--- config.mk ---
export PLATFORM = sky130hd
export DESIGN_NAME = single_precision_float_alu_unit
export DESIGN_NICKNAME = d
export VERILOG_FILES = /design/src/rtl/spfa_pkg.sv /design/src/rtl/spfa_core.sv /design/src/rtl/single_precision_float_alu_unit.sv
export SDC_FILE = /design/constraint.sdc
export NUM_CORES = 1
export LEC_CHECK = 0
export ABC_CLOCK_PERIOD_IN_PS = 23200
export BUFFER_PORTS_ARGS = -buffer_cell sky130_fd_sc_hd__buf_2
export CELL_PAD_IN_SITES_DETAIL_PLACEMENT = 1
export CELL_PAD_IN_SITES_GLOBAL_PLACEMENT = 1
export CORE_ASPECT_RATIO = 0.5
export CORE_MARGIN = 8
export CORE_UTILIZATION = 52
export CTS_BUF_LIST = sky130_fd_sc_hd__clkbuf_16
export DETAILED_ROUTE_END_ITERATION = 10
export GPL_TIMING_DRIVEN = 0
export PLACE_DENSITY_LB_ADDON = 0.25
export REMOVE_ABC_BUFFERS = 1
export SYNTH_ARGS = -nofsm -noshare
export SYNTH_HDL_FRONTEND = slang
export SYNTH_SLANG_ARGS = --single-unit
export TNS_END_PERCENT = 10
--- constraint.sdc ---
create_clock -name i_clk -period 23.2 [get_ports i_clk]
set_input_delay 1.16 -clock i_clk [delete_from_list [all_inputs] [get_ports i_clk]]
set_output_delay 1.16 -clock i_clk [all_outputs]
set_load 0.03 [all_outputs]
--- src/rtl/spfa_pkg.sv ---
// Package: transaction types and format constants for the float ALU.
package spfa_pkg;

    localparam logic [1:0] OP_ADD = 2'd0;
    localparam logic [1:0] OP_SUB = 2'd1;
    localparam logic [1:0] OP_MUL = 2'd2;
    localparam logic [1:0] OP_DIV = 2'd3;

    localparam logic [7:0]  EXP_MAX = 8'hFF;
    localparam logic [9:0]  EXP_BIAS = 10'd127;

    typedef struct packed {
        logic [1:0]  req_type;
        logic [31:0] operand_a;
        logic [31:0] operand_b;
    } t_req;

    typedef struct packed {
        logic [31:0] result_word;
        logic        overflow_flag;
        logic        underflow_flag;
    } t_rsp;

endpackage

--- src/rtl/spfa_core.sv ---
// Sequencer and shared shift/add unit: add, multiply, divide one bit per cycle.
module spfa_core (
    input  logic          i_clk,
    input  logic          i_rst_n,
    input  logic          i_start,
    input  spfa_pkg::t_req i_req,
    output logic          o_done,
    output spfa_pkg::t_rsp o_rsp
);

    localparam logic [2:0] S_IDLE = 3'd0;
    localparam logic [2:0] S_ADDN = 3'd1;
    localparam logic [2:0] S_MUL  = 3'd2;
    localparam logic [2:0] S_DIV  = 3'd3;
    localparam logic [2:0] S_FIN  = 3'd4;

    logic [2:0]  r_state;
    logic [4:0]  r_cnt;
    logic        r_sign;
    logic [9:0]  r_exp;      // signed exponent
    logic [47:0] r_acc;      // product / remainder / sum magnitude
    logic [23:0] r_mb;
    logic [23:0] r_mq;       // multiplier bits or quotient
    logic        r_done;
    spfa_pkg::t_rsp r_rsp;

    // operand decode
    logic        sa, sb, za, zb;
    logic [7:0]  ea, eb;
    logic [23:0] ma, mb;
    logic [31:0] bw;
    logic [7:0]  d;
    logic [23:0] ash, bsh;
    logic [25:0] sumv;
    logic [9:0]  eadd, emul, ediv;
    logic [24:0] trial;

    always_comb begin
        bw   = (i_req.req_type == spfa_pkg::OP_SUB) ? (i_req.operand_b ^ 32'h8000_0000)
                                                    : i_req.operand_b;
        sa   = i_req.operand_a[31];
        sb   = bw[31];
        za   = (i_req.operand_a[30:0] == 31'd0);
        zb   = (bw[30:0] == 31'd0);
        ea   = i_req.operand_a[30:23];
        eb   = bw[30:23];
        ma   = {1'b1, i_req.operand_a[22:0]};
        mb   = {1'b1, bw[22:0]};
        d    = (ea < eb) ? (eb - ea) : (ea - eb);
        ash  = (ea < eb) ? ((d >= 8'd24) ? 24'd0 : (ma >> d)) : ma;
        bsh  = (ea < eb) ? mb : ((d >= 8'd24) ? 24'd0 : (mb >> d));
        eadd = {2'b00, (ea < eb) ? eb : ea};
        emul = {2'b00, ea} + {2'b00, eb} - spfa_pkg::EXP_BIAS;
        ediv = {2'b00, ea} - {2'b00, eb} + spfa_pkg::EXP_BIAS;
        // signed sum of aligned significands
        sumv = (sa ? -{2'b00, ash} : {2'b00, ash}) + (sb ? -{2'b00, bsh} : {2'b00, bsh});
        trial = r_acc[24:0] - {1'b0, r_mb};
    end

    function automatic spfa_pkg::t_rsp lim(input logic s, input logic [9:0] e,
                                           input logic [22:0] f);
        spfa_pkg::t_rsp r;
        r = '0;
        if (!e[9] && e >= 10'd255) begin
            r.overflow_flag = 1'b1;
            r.result_word   = {s, spfa_pkg::EXP_MAX, 23'd0};
        end else if (e[9] || e == 10'd0) begin
            r.underflow_flag = 1'b1;
        end else begin
            r.result_word = {s, e[7:0], f};
        end
        return r;
    endfunction

    always_ff @(posedge i_clk) begin
        if (!i_rst_n) begin
            r_state <= S_IDLE;
            r_done  <= 1'b0;
        end else begin
            r_done <= 1'b0;
            case (r_state)
                S_IDLE: begin
                    if (i_start) begin
                        r_cnt <= 5'd0;
                        if (i_req.req_type == spfa_pkg::OP_ADD ||
                            i_req.req_type == spfa_pkg::OP_SUB) begin
                            r_exp <= eadd;
                            r_sign <= sumv[25];
                            r_acc <= {22'd0, sumv[25] ? -sumv : sumv};
                            if (za) begin
                                r_rsp <= '{result_word: bw, overflow_flag: 1'b0,
                                           underflow_flag: 1'b0};
                                r_state <= S_FIN;
                            end else if (zb) begin
                                r_rsp <= '{result_word: i_req.operand_a, overflow_flag: 1'b0,
                                           underflow_flag: 1'b0};
                                r_state <= S_FIN;
                            end else if (sumv == 26'd0) begin
                                r_rsp <= '0;
                                r_state <= S_FIN;
                            end else begin
                                r_state <= S_ADDN;
                            end
                        end else if (i_req.req_type == spfa_pkg::OP_MUL) begin
                            r_sign <= sa ^ sb;
                            r_exp  <= emul;
                            r_acc  <= '0;
                            r_mb   <= mb;
                            r_mq   <= ma;
                            if (za || zb) begin
                                r_rsp <= '0; r_state <= S_FIN;
                            end else if (emul[9] || emul == 10'd0 || emul >= 10'd255) begin
                                r_rsp <= lim(sa ^ sb, emul, 23'd0); r_state <= S_FIN;
                            end else begin
                                r_state <= S_MUL;
                            end
                        end else begin
                            r_sign <= sa ^ sb;
                            r_exp  <= ediv;
                            r_acc  <= {24'd0, ma};
                            r_mb   <= mb;
                            r_mq   <= '0;
                            if (zb) begin
                                r_rsp <= '{result_word: {sa, spfa_pkg::EXP_MAX, 23'd0},
                                           overflow_flag: 1'b1, underflow_flag: 1'b0};
                                r_state <= S_FIN;
                            end else if (za) begin
                                r_rsp <= '0; r_state <= S_FIN;
                            end else if (ediv[9] || ediv == 10'd0 || ediv >= 10'd255) begin
                                r_rsp <= lim(sa ^ sb, ediv, 23'd0); r_state <= S_FIN;
                            end else begin
                                r_state <= S_DIV;
                            end
                        end
                    end
                end
                // normalise sum one bit per cycle
                S_ADDN: begin
                    if (r_acc[24]) begin
                        r_rsp <= lim(r_sign, r_exp + 10'd1, r_acc[23:1]);
                        r_state <= S_FIN;
                    end else if (r_acc[23]) begin
                        r_rsp <= lim(r_sign, r_exp, r_acc[22:0]);
                        r_state <= S_FIN;
                    end else begin
                        r_acc <= r_acc << 1;
                        r_exp <= r_exp - 10'd1;
                    end
                end
                // shift-add multiply, multiplier LSB first
                S_MUL: begin
                    if (r_cnt == 5'd24) begin
                        if (r_acc[47]) r_rsp <= lim(r_sign, r_exp + 10'd1, r_acc[46:24]);
                        else r_rsp <= lim(r_sign, r_exp, r_acc[45:23]);
                        r_state <= S_FIN;
                    end else begin
                        r_acc <= {1'b0, r_acc[47:1]} +
                                 (r_mq[0] ? {1'b0, r_mb, 23'd0} : 48'd0);
                        r_mq  <= r_mq >> 1;
                        r_cnt <= r_cnt + 5'd1;
                    end
                end
                // restoring divide, one quotient bit per cycle
                S_DIV: begin
                    if (r_cnt == 5'd24) begin
                        if (r_mq[23]) r_rsp <= lim(r_sign, r_exp, r_mq[22:0]);
                        else r_rsp <= lim(r_sign, r_exp - 10'd1, {r_mq[21:0], 1'b0});
                        r_state <= S_FIN;
                    end else begin
                        if (!trial[24]) begin
                            r_acc <= {23'd0, trial[23:0], 1'b0};
                            r_mq  <= {r_mq[22:0], 1'b1};
                        end else begin
                            r_acc <= {23'd0, r_acc[23:0], 1'b0};
                            r_mq  <= {r_mq[22:0], 1'b0};
                        end
                        r_cnt <= r_cnt + 5'd1;
                    end
                end
                S_FIN: begin
                    r_done  <= 1'b1;
                    r_state <= S_IDLE;
                end
                default: r_state <= S_IDLE;
            endcase
        end
    end

    assign o_done = r_done;
    assign o_rsp  = r_rsp;

endmodule

--- src/rtl/single_precision_float_alu_unit.sv ---
// Top level: truncating single-precision float ALU with one output register.
// Input channel i_valid/o_stall carries a request transaction (op, A, B); the
// output channel o_valid/i_stall carries result word and two flags.
// One transaction at a time: o_stall is high from acceptance until the result
// has been taken. Zero or limit cases go from the idle state straight to the
// finish state; add/subtract normalise in S_ADDN, one left shift per step;
// multiply and divide run in S_MUL or S_DIV, where the shared shift/add
// datapath retires one multiplier or quotient bit each cycle over 24 bits.
// A new request is taken only after the previous result has been taken.
// Reset (synchronous, active low) drops o_valid and returns to idle.
// While the receiver stalls, the result holds in the output register and
// no new request is taken.
module single_precision_float_alu_unit (
    input  logic           i_clk,
    input  logic           i_rst_n,
    input  logic           i_valid,
    output logic           o_stall,
    input  spfa_pkg::t_req i_data,
    output logic           o_valid,
    input  logic           i_stall,
    output spfa_pkg::t_rsp o_data
);

    logic r_busy, r_valid, done;
    spfa_pkg::t_rsp rsp, r_out;
    logic start;

    assign start = i_valid && !r_busy;

    spfa_core u_core (
        .i_clk(i_clk), .i_rst_n(i_rst_n), .i_start(start), .i_req(i_data),
        .o_done(done), .o_rsp(rsp)
    );

    // busy from accept to output handoff
    always_ff @(posedge i_clk) begin
        if (!i_rst_n) begin
            r_busy  <= 1'b0;
            r_valid <= 1'b0;
        end else begin
            if (start) r_busy <= 1'b1;
            if (done) begin
                r_valid <= 1'b1;
                r_out   <= rsp;
            end else if (r_valid && !i_stall) begin
                r_valid <= 1'b0;
                r_busy  <= 1'b0;
            end
        end
    end

    assign o_stall = r_busy;
    assign o_valid = r_valid;
    assign o_data  = r_out;

    a_valid_busy: assert property (@(posedge i_clk) disable iff (!i_rst_n)
        o_valid |-> o_stall) else $error("result without busy");
    a_start_idle: assert property (@(posedge i_clk) disable iff (!i_rst_n)
        start |=> !o_valid) else $error("result too early");
    a_flags: assert property (@(posedge i_clk) disable iff (!i_rst_n)
        o_valid |-> !(o_data.overflow_flag && o_data.underflow_flag))
        else $error("both flags set");

endmodule

==> impl_results.rst, run 1 <==
.. list-table::
   :header-rows: 1

   * - Metric
     - Value
   * - Reg2reg start
     - u_core.r_acc[24]
   * - Placer Congestion
     - 0.9696
   * - Final cell area excluding filler cells
     - 22570 µm²
   * - Layout cell share with drive strength beyond 1
     - 0.1094
   * - Combinational group share of total power
     - 0.568
   * - Sink count of the clock tree
     - 185
   * - Area added between synthesis and finish
     - 7.121%
   * - Final number of max-transition violations
     - 36
   * - Final ANT Viol Nets
     - 0
   * - Combined area of the multi-input logic cells
     - 14550 µm²
   * - Worst-case setup margin in the final layout
     - 10.55 ns
   * - Max FO, Critical Path
     - 53
   * - CP Launch Type
     - input pin
   * - Width of the die
     - 300.7 µm
   * - RSZ-0062 raised after global routing
     - false
   * - Peak ir drop on the vdd network
     - 0.00004504 V
   * - Final global-route overflow total
     - 0
   * - Max Clock Skew
     - 0.01650 ns
   * - Starting density of the core
     - 0.5239
   * - Placed wire-length estimate after detailed placement
     - 65670 µm
   * - Final setup TNS
     - 0 ns
   * - CTS hold repair buffers
     - 0
   * - Final setup fails
     - 0
   * - Worst-skew pair later-pin latency
     - 0.46 ns
   * - Power density of the placed cells
     - 77.80 nW/µm²
   * - Unique cell type count in the Yosys netlist
     - 108
   * - Global-route wire length before repair
     - 132700 µm
   * - Finished Layout Cells
     - 3085
   * - Placement-stage cell area
     - 21950 µm²
   * - Clk buf depth
     - 2
   * - Switching power total
     - 0.8387 mW
   * - Clock Pin Slew Worst Setup and Hold Paths
     - 0.08 ns
   * - Critical hold path startpoint
     - u_core.o_rsp[32]
   * - Max Fclk
     - 79.06 MHz
   * - Result of the run
     - finished with violations
   * - Violations in the final reports
     - max-capacitance violations, max-slew violations
   * - Total Wirelength
     - 87340 µm
   * - Count of mapped cells out of synthesis
     - 2559
   * - Post-CTS Setup Repair Bufs
     - 0
   * - DRC errors left
     - 0
   * - Timing startpoint of the critical path
     - i_data[26]
   * - Mean number of vias per cell
     - 7.121
   * - Aggregate global-route resource usage
     - 0.3571
   * - Iteration-0 DRC count of the detailed router
     - 3089
   * - Initial antenna violation count
     - 6
   * - Number of hold-slack violations in the final timing report
     - 0
   * - Number of cells in the design after placement
     - 3049
   * - Total chip power
     - 1.756 mW
   * - Net Sw Frac
     - 0.4777
   * - Clock root buffer
     - clkbuf_16
   * - Count of H-tree levels built during CTS
     - 4
   * - Number of inserted filler cells in the final layout
     - 4832
   * - Number of flip-flops and latches in the synthesized netlist
     - 185
   * - First-pass iteration count of the detailed router
     - 6
   * - Max-cap violation count
     - 1
   * - Relative contribution of sequential cells to total power
     - 0.257
   * - Most common library cell in the layout ignoring fill and taps
     - nand2_1
   * - Die Outline Area
     - 47600 µm²
   * - Mapped Area
     - 21070 µm²
   * - Clock network fraction of design power
     - 0.175
   * - CORE AREA
     - 40210 µm²
   * - Count of input and output buffers
     - 105
   * - Sequential standard cell area
     - 5497 µm²
   * - Share of the cycle needed by the critical path after routing
     - 0.5452
   * - Total number of nets in the final design
     - 2717
   * - Number of vias in the routed layout
     - 21970
   * - Count of flip-flops with a built-in enable after synthesis
     - 179
   * - Hold Crit Class
     - register to register
   * - Data arrival time at the worst-slack endpoint
     - 12.81 ns
   * - Endpoint kind of the worst setup timing path
     - register
   * - Overall die height
     - 158.3 µm
   * - Leak Pwr
     - 8.438 nW
   * - Sequential share of the synthesized area
     - 0.2609
   * - CTS tree
     - built
   * - Slew at the pin closest to its max-slew limit
     - 1.522 ns
   * - Detail-routed net length per standard cell
     - 28.31 µm
   * - Number of top-level pins
     - 106
   * - Mean instance size in the synthesized netlist
     - 8.232 µm²
   * - Primary flip-flop cell chosen by synthesis mapping
     - edfxtp_1
   * - Setup slack at placement
     - 10.31 ns
   * - Fraction of registers with async set/reset
     - 0
   * - Cell with the biggest individual delay on the critical path
     - nor2_4
   * - Critical path class
     - input pin to register
   * - Number of gates given a new drive strength after cts
     - 0
   * - Synth Warn #
     - 0
   * - Required time at the endpoint of the critical path
     - 23.36 ns
   * - Total number of placement rows
     - 52
   * - Number of global-route vias before repair
     - 21730
   * - Minimum period implied by the final worst setup slack
     - 12.65 ns
   * - Largest net degree at the start of global routing
     - 66
   * - Cell-internal power
     - 0.9170 mW
   * - Commonest cells after routing, fill and taps aside
     - 247 x nand2_1, 193 x nor2_1, 190 x o21ai_0
   * - Headroom to the max-slew limit
     - -0.01500
   * - Crit-path max cell delay
     - 1.02 ns
   * - Inserted Clock Buffers
     - 17
-- worst paths after layout --
kind	to	slack, ns	depth (start not counted)
hold / removal	o_data[32]	0.42	0
hold reg to reg	o_data[32]	0.42	0
setup / recovery	u_core.o_rsp[11]	10.55	36
setup reg to reg	u_core.r_acc[47]	16.80	17
-- flip-flops by register name, indices dropped and copies added, names as in the netlist --
register	cells
u_core.r_acc	48
o_data	34
u_core.o_rsp	34
u_core.r_mq	24
u_core.r_mb	23
u_core.r_exp	10
u_core.r_cnt	5
u_core.r_state	3
o_stall	1
o_valid	1
u_core.o_done	1
u_core.r_sign	1
-- critical path, delay by kind of cell --
family	cells	cell delay, ns
buffers and inverters	7	1.11
and+or+nand+nor	8	2.95
adders and majority gates	3	1.34
xor gates and xnor gates	2	1.26
AOI/OAI and AO/OA	16	4.95
-- synth_stat cells (31+ instances only) --
library cell | number | area share
a21oi_1 | 183 | 0.043
a22oi_1 | 99 | 0.035
and2_1 | 46 | 0.014
clkbuf_1 | 126 | 0.022
edfxtp_1 | 179 | 0.26
ha_1 | 113 | 0.067
inv_1 | 95 | 0.017
mux2i_1 | 114 | 0.054
nand2_1 | 251 | 0.045
nand3_1 | 72 | 0.017
nor2_1 | 202 | 0.036
nor3_1 | 74 | 0.018
nor4_1 | 31 | 0.0092
o21ai_0 | 190 | 0.045
o22ai_1 | 34 | 0.010
xnor2_1 | 92 | 0.038
xor2_1 | 68 | 0.028
-- routing by layer --
metal / vias up / GRT usage / routed length [µm]
met2: 1324 / 0.5525 / 36980
met5: - / 0 / 16
met1: 10830 / 0.4941 / 36430
met4: 2 / 0.1073 / 3053
li1: 9571 / - / -
met3: 241 / 0.08388 / 10870
-- kinds of logic after synthesis --
| logic type | synth area share |
|---|---|
| adder cells (fa/ha/maj) | 0.07282 |
| AND/OR/NAND/NOR | 0.1933 |
| AO/OA/AOI/OAI | 0.2616 |
| XOR/XNOR | 0.06961 |
| flip-flops | 0.2609 |
| buffers and inverters | 0.05399 |
| multiplexers | 0.08784 |
-- power by group through the flow --
stage / clock [mW] / sequential [mW] / combinational, mW
floorplan: 0 / 0.445 / 0.677
global placement: 0 / 0.457 / 0.914
detailed placement: 0 / 0.455 / 0.957
CTS: 0.305 / 0.448 / 0.965
global route: 0.317 / 0.453 / 1.06
finish: 0.308 / 0.451 / 0.997
-- stage by stage --
stage | util | hold WS (ns)
global route | 0.5610 | 0.4325
floorplan | - | 0.4003
finish | 0.5612 | 0.4192
detailed placement | 0.5460 | 0.4063
CTS | 0.5609 | 0.4218
global placement | 0.5348 | 0.4023
-- layout make-up --
class | instances | area share
Inverter | 99 | 0.01647
Clock buffer | 17 | 0.01885
Tap cell | 540 | 0.02994
Clock inverter | 15 | 0.007707
Antenna cell | 4 | 0.0004436
Timing Repair Buffer | 127 | 0.03826
Sequential cell | 185 | 0.2436
Multi-Input combinational cell | 2098 | 0.6448
Power figures use the tool's default switching activity.
==> run 2, diff against run 1 <==
Settings changed: ABC_CLOCK_PERIOD_IN_PS 23200 to 10700, CORE_UTILIZATION 52 to 44.
Clock period 23.2 ns to 10.7 ns, I/O delays scaled along.
==> run 2 against run 1 <==
- the run now ends clean
- worst hold slack got worse by 0.052 ns
- clock power increased by 130%
- cell count grew 3.6%
- sequential cell count stayed put
- wire length fell by 0.31%
- sequential power is 120% higher
- non-clock buffer count rose by 12
- die area up 17%
- total power increased by 120%
- design area grew 2.0%
- critical path depth is the same
- critical endpoint is now u_core.o_rsp[16]
- largest power group unchanged
- highest routed layer unchanged
==> impl_results.rst, run 2 (synthesis results as in run 1) <==
.. list-table::
   :header-rows: 1

   * - Metric
     - Value
   * - Most common library cell in the layout ignoring fill and taps
     - nand2_1
   * - Flip-flop count of the largest register after layout
     - 48 (unchanged)
   * - Critical R2R Capture
     - u_core.r_acc[12]
   * - Net Sw Frac
     - 0.4721 (-0.005586)
   * - Number of cells in the design after placement
     - 3149 (+3.3%)
   * - Number of cells traversed by the worst hold path
     - 3 (+3)
   * - Relative contribution of sequential cells to total power
     - 0.251 (-0.006)
   * - Number of vias in the routed layout
     - 21720 (-1.1%)
   * - Max Clock Skew
     - 0.01521 ns (-0.001282 ns)
   * - CORE AREA
     - 47090 µm² (+17%)
   * - Critical hold path startpoint
     - i_stall
   * - Final hold slack
     - 0.3671 ns (-0.05213 ns)
   * - Reg2reg start
     - u_core.r_acc[0]
   * - Max Fclk
     - 98.58 MHz
   * - Global-route wire length before repair
     - 131900 µm (-0.62%)
   * - Detail-routed net length per standard cell
     - 27.25 µm (-3.7%)
   * - Switching power total
     - 1.836 mW (+120%)
   * - Sink count of the clock tree
     - 185 (unchanged)
   * - Combinational group share of total power
     - 0.566 (-0.002)
   * - Slew at the pin closest to its max-slew limit
     - 1.480 ns (-0.04274 ns)
   * - GR Layer Usage met3
     - 0.07420 (-0.009674)
   * - Inserted Clock Buffers
     - 17 (unchanged)
   * - Total number of placement rows
     - 56 (+7.7%)
   * - Crit-path max cell delay
     - 0.61 ns (-0.41 ns)
   * - RSZ-0062 raised after global routing
     - false
   * - Met1 demand-to-capacity share in global routing
     - 0.4208 (-0.07329)
   * - Power density of the placed cells
     - 169.0 nW/µm² (+120%)
   * - CTS tree
     - built
   * - Iteration-0 DRC count of the detailed router
     - 2614 (-15%)
   * - Count of input and output buffers
     - 105 (unchanged)
   * - Die Outline Area
     - 55560 µm² (+17%)
   * - Clock Pin Slew Worst Setup and Hold Paths
     - 0.08 ns (about the same)
   * - Count of H-tree levels built during CTS
     - 4 (unchanged)
   * - Data arrival time at the worst-slack endpoint
     - 10.32 ns (-2.49 ns)
   * - Final global-route overflow total
     - 0 (unchanged)
   * - Largest reg by FF count
     - u_core.r_acc
   * - Number of top-level pins
     - 106 (unchanged)
   * - Final number of max-transition violations
     - 0 (-100%)
   * - Max-cap violation count
     - 0 (-1)
   * - Worst-skew pair later-pin latency
     - 0.47 ns (about the same)
   * - Sequential standard cell area
     - 5497 µm² (unchanged)
   * - Clk buf depth
     - 2 (unchanged)
   * - Finished Layout Cells
     - 3195 (+3.6%)
   * - Share of the cycle needed by the critical path after routing
     - 0.9481
   * - Final ANT Viol Nets
     - 0 (unchanged)
   * - Placed wire-length estimate after detailed placement
     - 66050 µm (+0.58%)
   * - Number of inserted filler cells in the final layout
     - 5689 (+18%)
   * - Cell with the biggest individual delay on the critical path
     - or4_1
   * - Final core area utilization
     - 0.4888 (-0.07245)
   * - Required time at the endpoint of the critical path
     - 10.88 ns (-12.48 ns)
   * - Number of hold-slack violations in the final timing report
     - 0 (unchanged)
   * - Peak ir drop on the vdd network
     - 0.0001206 V (+170%)
   * - Number of antenna cells inserted
     - 0 (-4)
   * - Clock root buffer
     - clkbuf_16
   * - Reg2reg path depth
     - 20 (+3)
   * - Timing startpoint of the critical path
     - i_data[24]
   * - Mean number of vias per cell
     - 6.799 (-4.5%)
   * - Worst-case setup margin in the final layout
     - 0.5555 ns (-9.997 ns)
   * - Endpoint of the worst hold-timing path
     - o_valid
   * - Total Wirelength
     - 87070 µm (-0.31%)
   * - Minimum period implied by the final worst setup slack
     - 10.14 ns
   * - CP Launch Type
     - input pin
   * - Width of the die
     - 325.4 µm (+8.2%)
   * - Cell-internal power
     - 2.053 mW (+120%)
   * - Max FO, Critical Path
     - 32 (-40%)
   * - CTS hold repair buffers
     - 0 (unchanged)
   * - Aggregate global-route resource usage
     - 0.3006 (-0.05648)
   * - Largest net degree at the start of global routing
     - 66 (unchanged)
   * - Placer Congestion
     - 0.9622 (-0.76%)
   * - Area added between synthesis and finish
     - 9.248%
   * - Starting density of the core
     - 0.4474 (-0.07652)
   * - Highest-utilization routing layer at the global route stage
     - met2
   * - Clock network fraction of design power
     - 0.184 (+0.009)
   * - Total number of nets in the final design
     - 2733 (+0.59%)
   * - Result of the run
     - finished clean
   * - Layout cell share with drive strength beyond 1
     - 0.1216 (+0.01222)
   * - First-pass iteration count of the detailed router
     - 6 (unchanged)
   * - DRC errors left
     - 0 (unchanged)
   * - Leak Pwr
     - 8.560 nW (+1.5%)
   * - Headroom to the max-slew limit
     - 0.01350 (+0.02849)
   * - Commonest cells after routing, fill and taps aside
     - 247 x nand2_1, 191 x nor2_1, 190 x o21ai_0
   * - Worst path bufs/invs
     - 8 (+1)
   * - Setup slack at placement
     - -1.449 ns (-11.76 ns)
   * - Final setup fails
     - 0 (unchanged)
   * - Routing usage on met2
     - 0.4588 (-0.09362)
   * - Hold Crit Class
     - input pin to register
   * - Number of global-route vias before repair
     - 21220 (-2.4%)
   * - Initial antenna violation count
     - 1 (-5)
   * - Critical path class
     - input pin to register
   * - Register-to-Register Setup Slack
     - 4.29 ns (-12.51 ns)
   * - Combined area of the multi-input logic cells
     - 14730 µm² (+1.2%)
   * - Overall die height
     - 170.7 µm (+7.8%)
   * - CP delay by family, top
     - compound AO/OA/AOI/OAI gates
   * - Endpoint kind of the worst setup timing path
     - register
## run 2: cell types whose count changed in the layout (fill, tap and decap cells not counted), moves of 2 or more
| cell | change |
|---|---|
| buf_4 | +10 |
| nand2_2 | -2 |
| ha_2 | +4 |
| nor2_1 | -2 |
| diode_2 | -4 |
| buf_12 | +4 |
| nor2_4 | +2 |
| bufinv_16 | +2 |
| nand2_8 | +2 |
| nor2_2 | +3 |
| ha_1 | -4 |
## run 2: stage by stage
step	power, mW	cell area, µm²	setup TNS (ns)
4_1_cts	3.808	22890	0
2_1_floorplan	2.433	20300	-71.58
3_3_place_gp	2.991	21620	-268.80
6_report	3.890	23010	0
5_1_grt	4.075	23010	0
3_5_place_dp	3.072	22120	-40.17
## run 2: layout make-up
type                            count  area share
Clock buffer                       17     0.01848
Clock inverter                     15    0.009568
Inverter                           99     0.01620
Multi-Input combinational cell   2102      0.6398
Sequential cell                   185      0.2388
Tap cell                          638     0.03469
Timing Repair Buffer              139     0.04241
## run 2: worst register-to-register path: cells and delay by family (launching register included)
kind	cells	cell delay, ns
AND/OR/NAND/NOR	1	1.02
flip-flops	1	0.43
adder cells (fa/ha/maj)	2	0.60
buffers and inverters	3	0.40
XOR/XNOR	1	0.27
AO/OA/AOI/OAI	13	3.57
## run 2: how the worst max path moves through the flow
stage                             endpoint  slack (ns)  cells past startpoint
after floorplan            u_core.o_rsp[0]       -2.11                     27
after global placement    u_core.o_rsp[12]       -6.86                     32
after detailed placement  u_core.o_rsp[12]       -1.45                     36
after CTS                 u_core.o_rsp[16]        0.06                     36
after global routing      u_core.o_rsp[16]        0.02                     36
final                     u_core.o_rsp[16]        0.56                     36
## run 2: per-layer routing
| metal | part of all wire | up-vias |
|---|---|---|
| met4 | 0.026 | 2 |
| met1 | 0.44 | 10780 |
| met3 | 0.11 | 161 |
| met5 | 0.00015 | - |
| li1 | - | 9605 |
| met2 | 0.42 | 1179 |
## run 2: power by group through the flow
stage | logic (mW) | clock network [mW] | registers (mW)
2_1_floorplan | 1.47 | 0 | 0.965
3_3_place_gp | 2.00 | 0 | 0.991
3_5_place_dp | 2.09 | 0 | 0.986
4_1_cts | 2.12 | 0.716 | 0.970
5_1_grt | 2.35 | 0.740 | 0.980
6_report | 2.20 | 0.714 | 0.976
## run 2: repair_timing
action	4_1_cts	5_1_grt
setup buffers	4	6
pin swaps	5	3
resized for setup	15	14
setup endpoints to repair	34	34
cloned	4	0
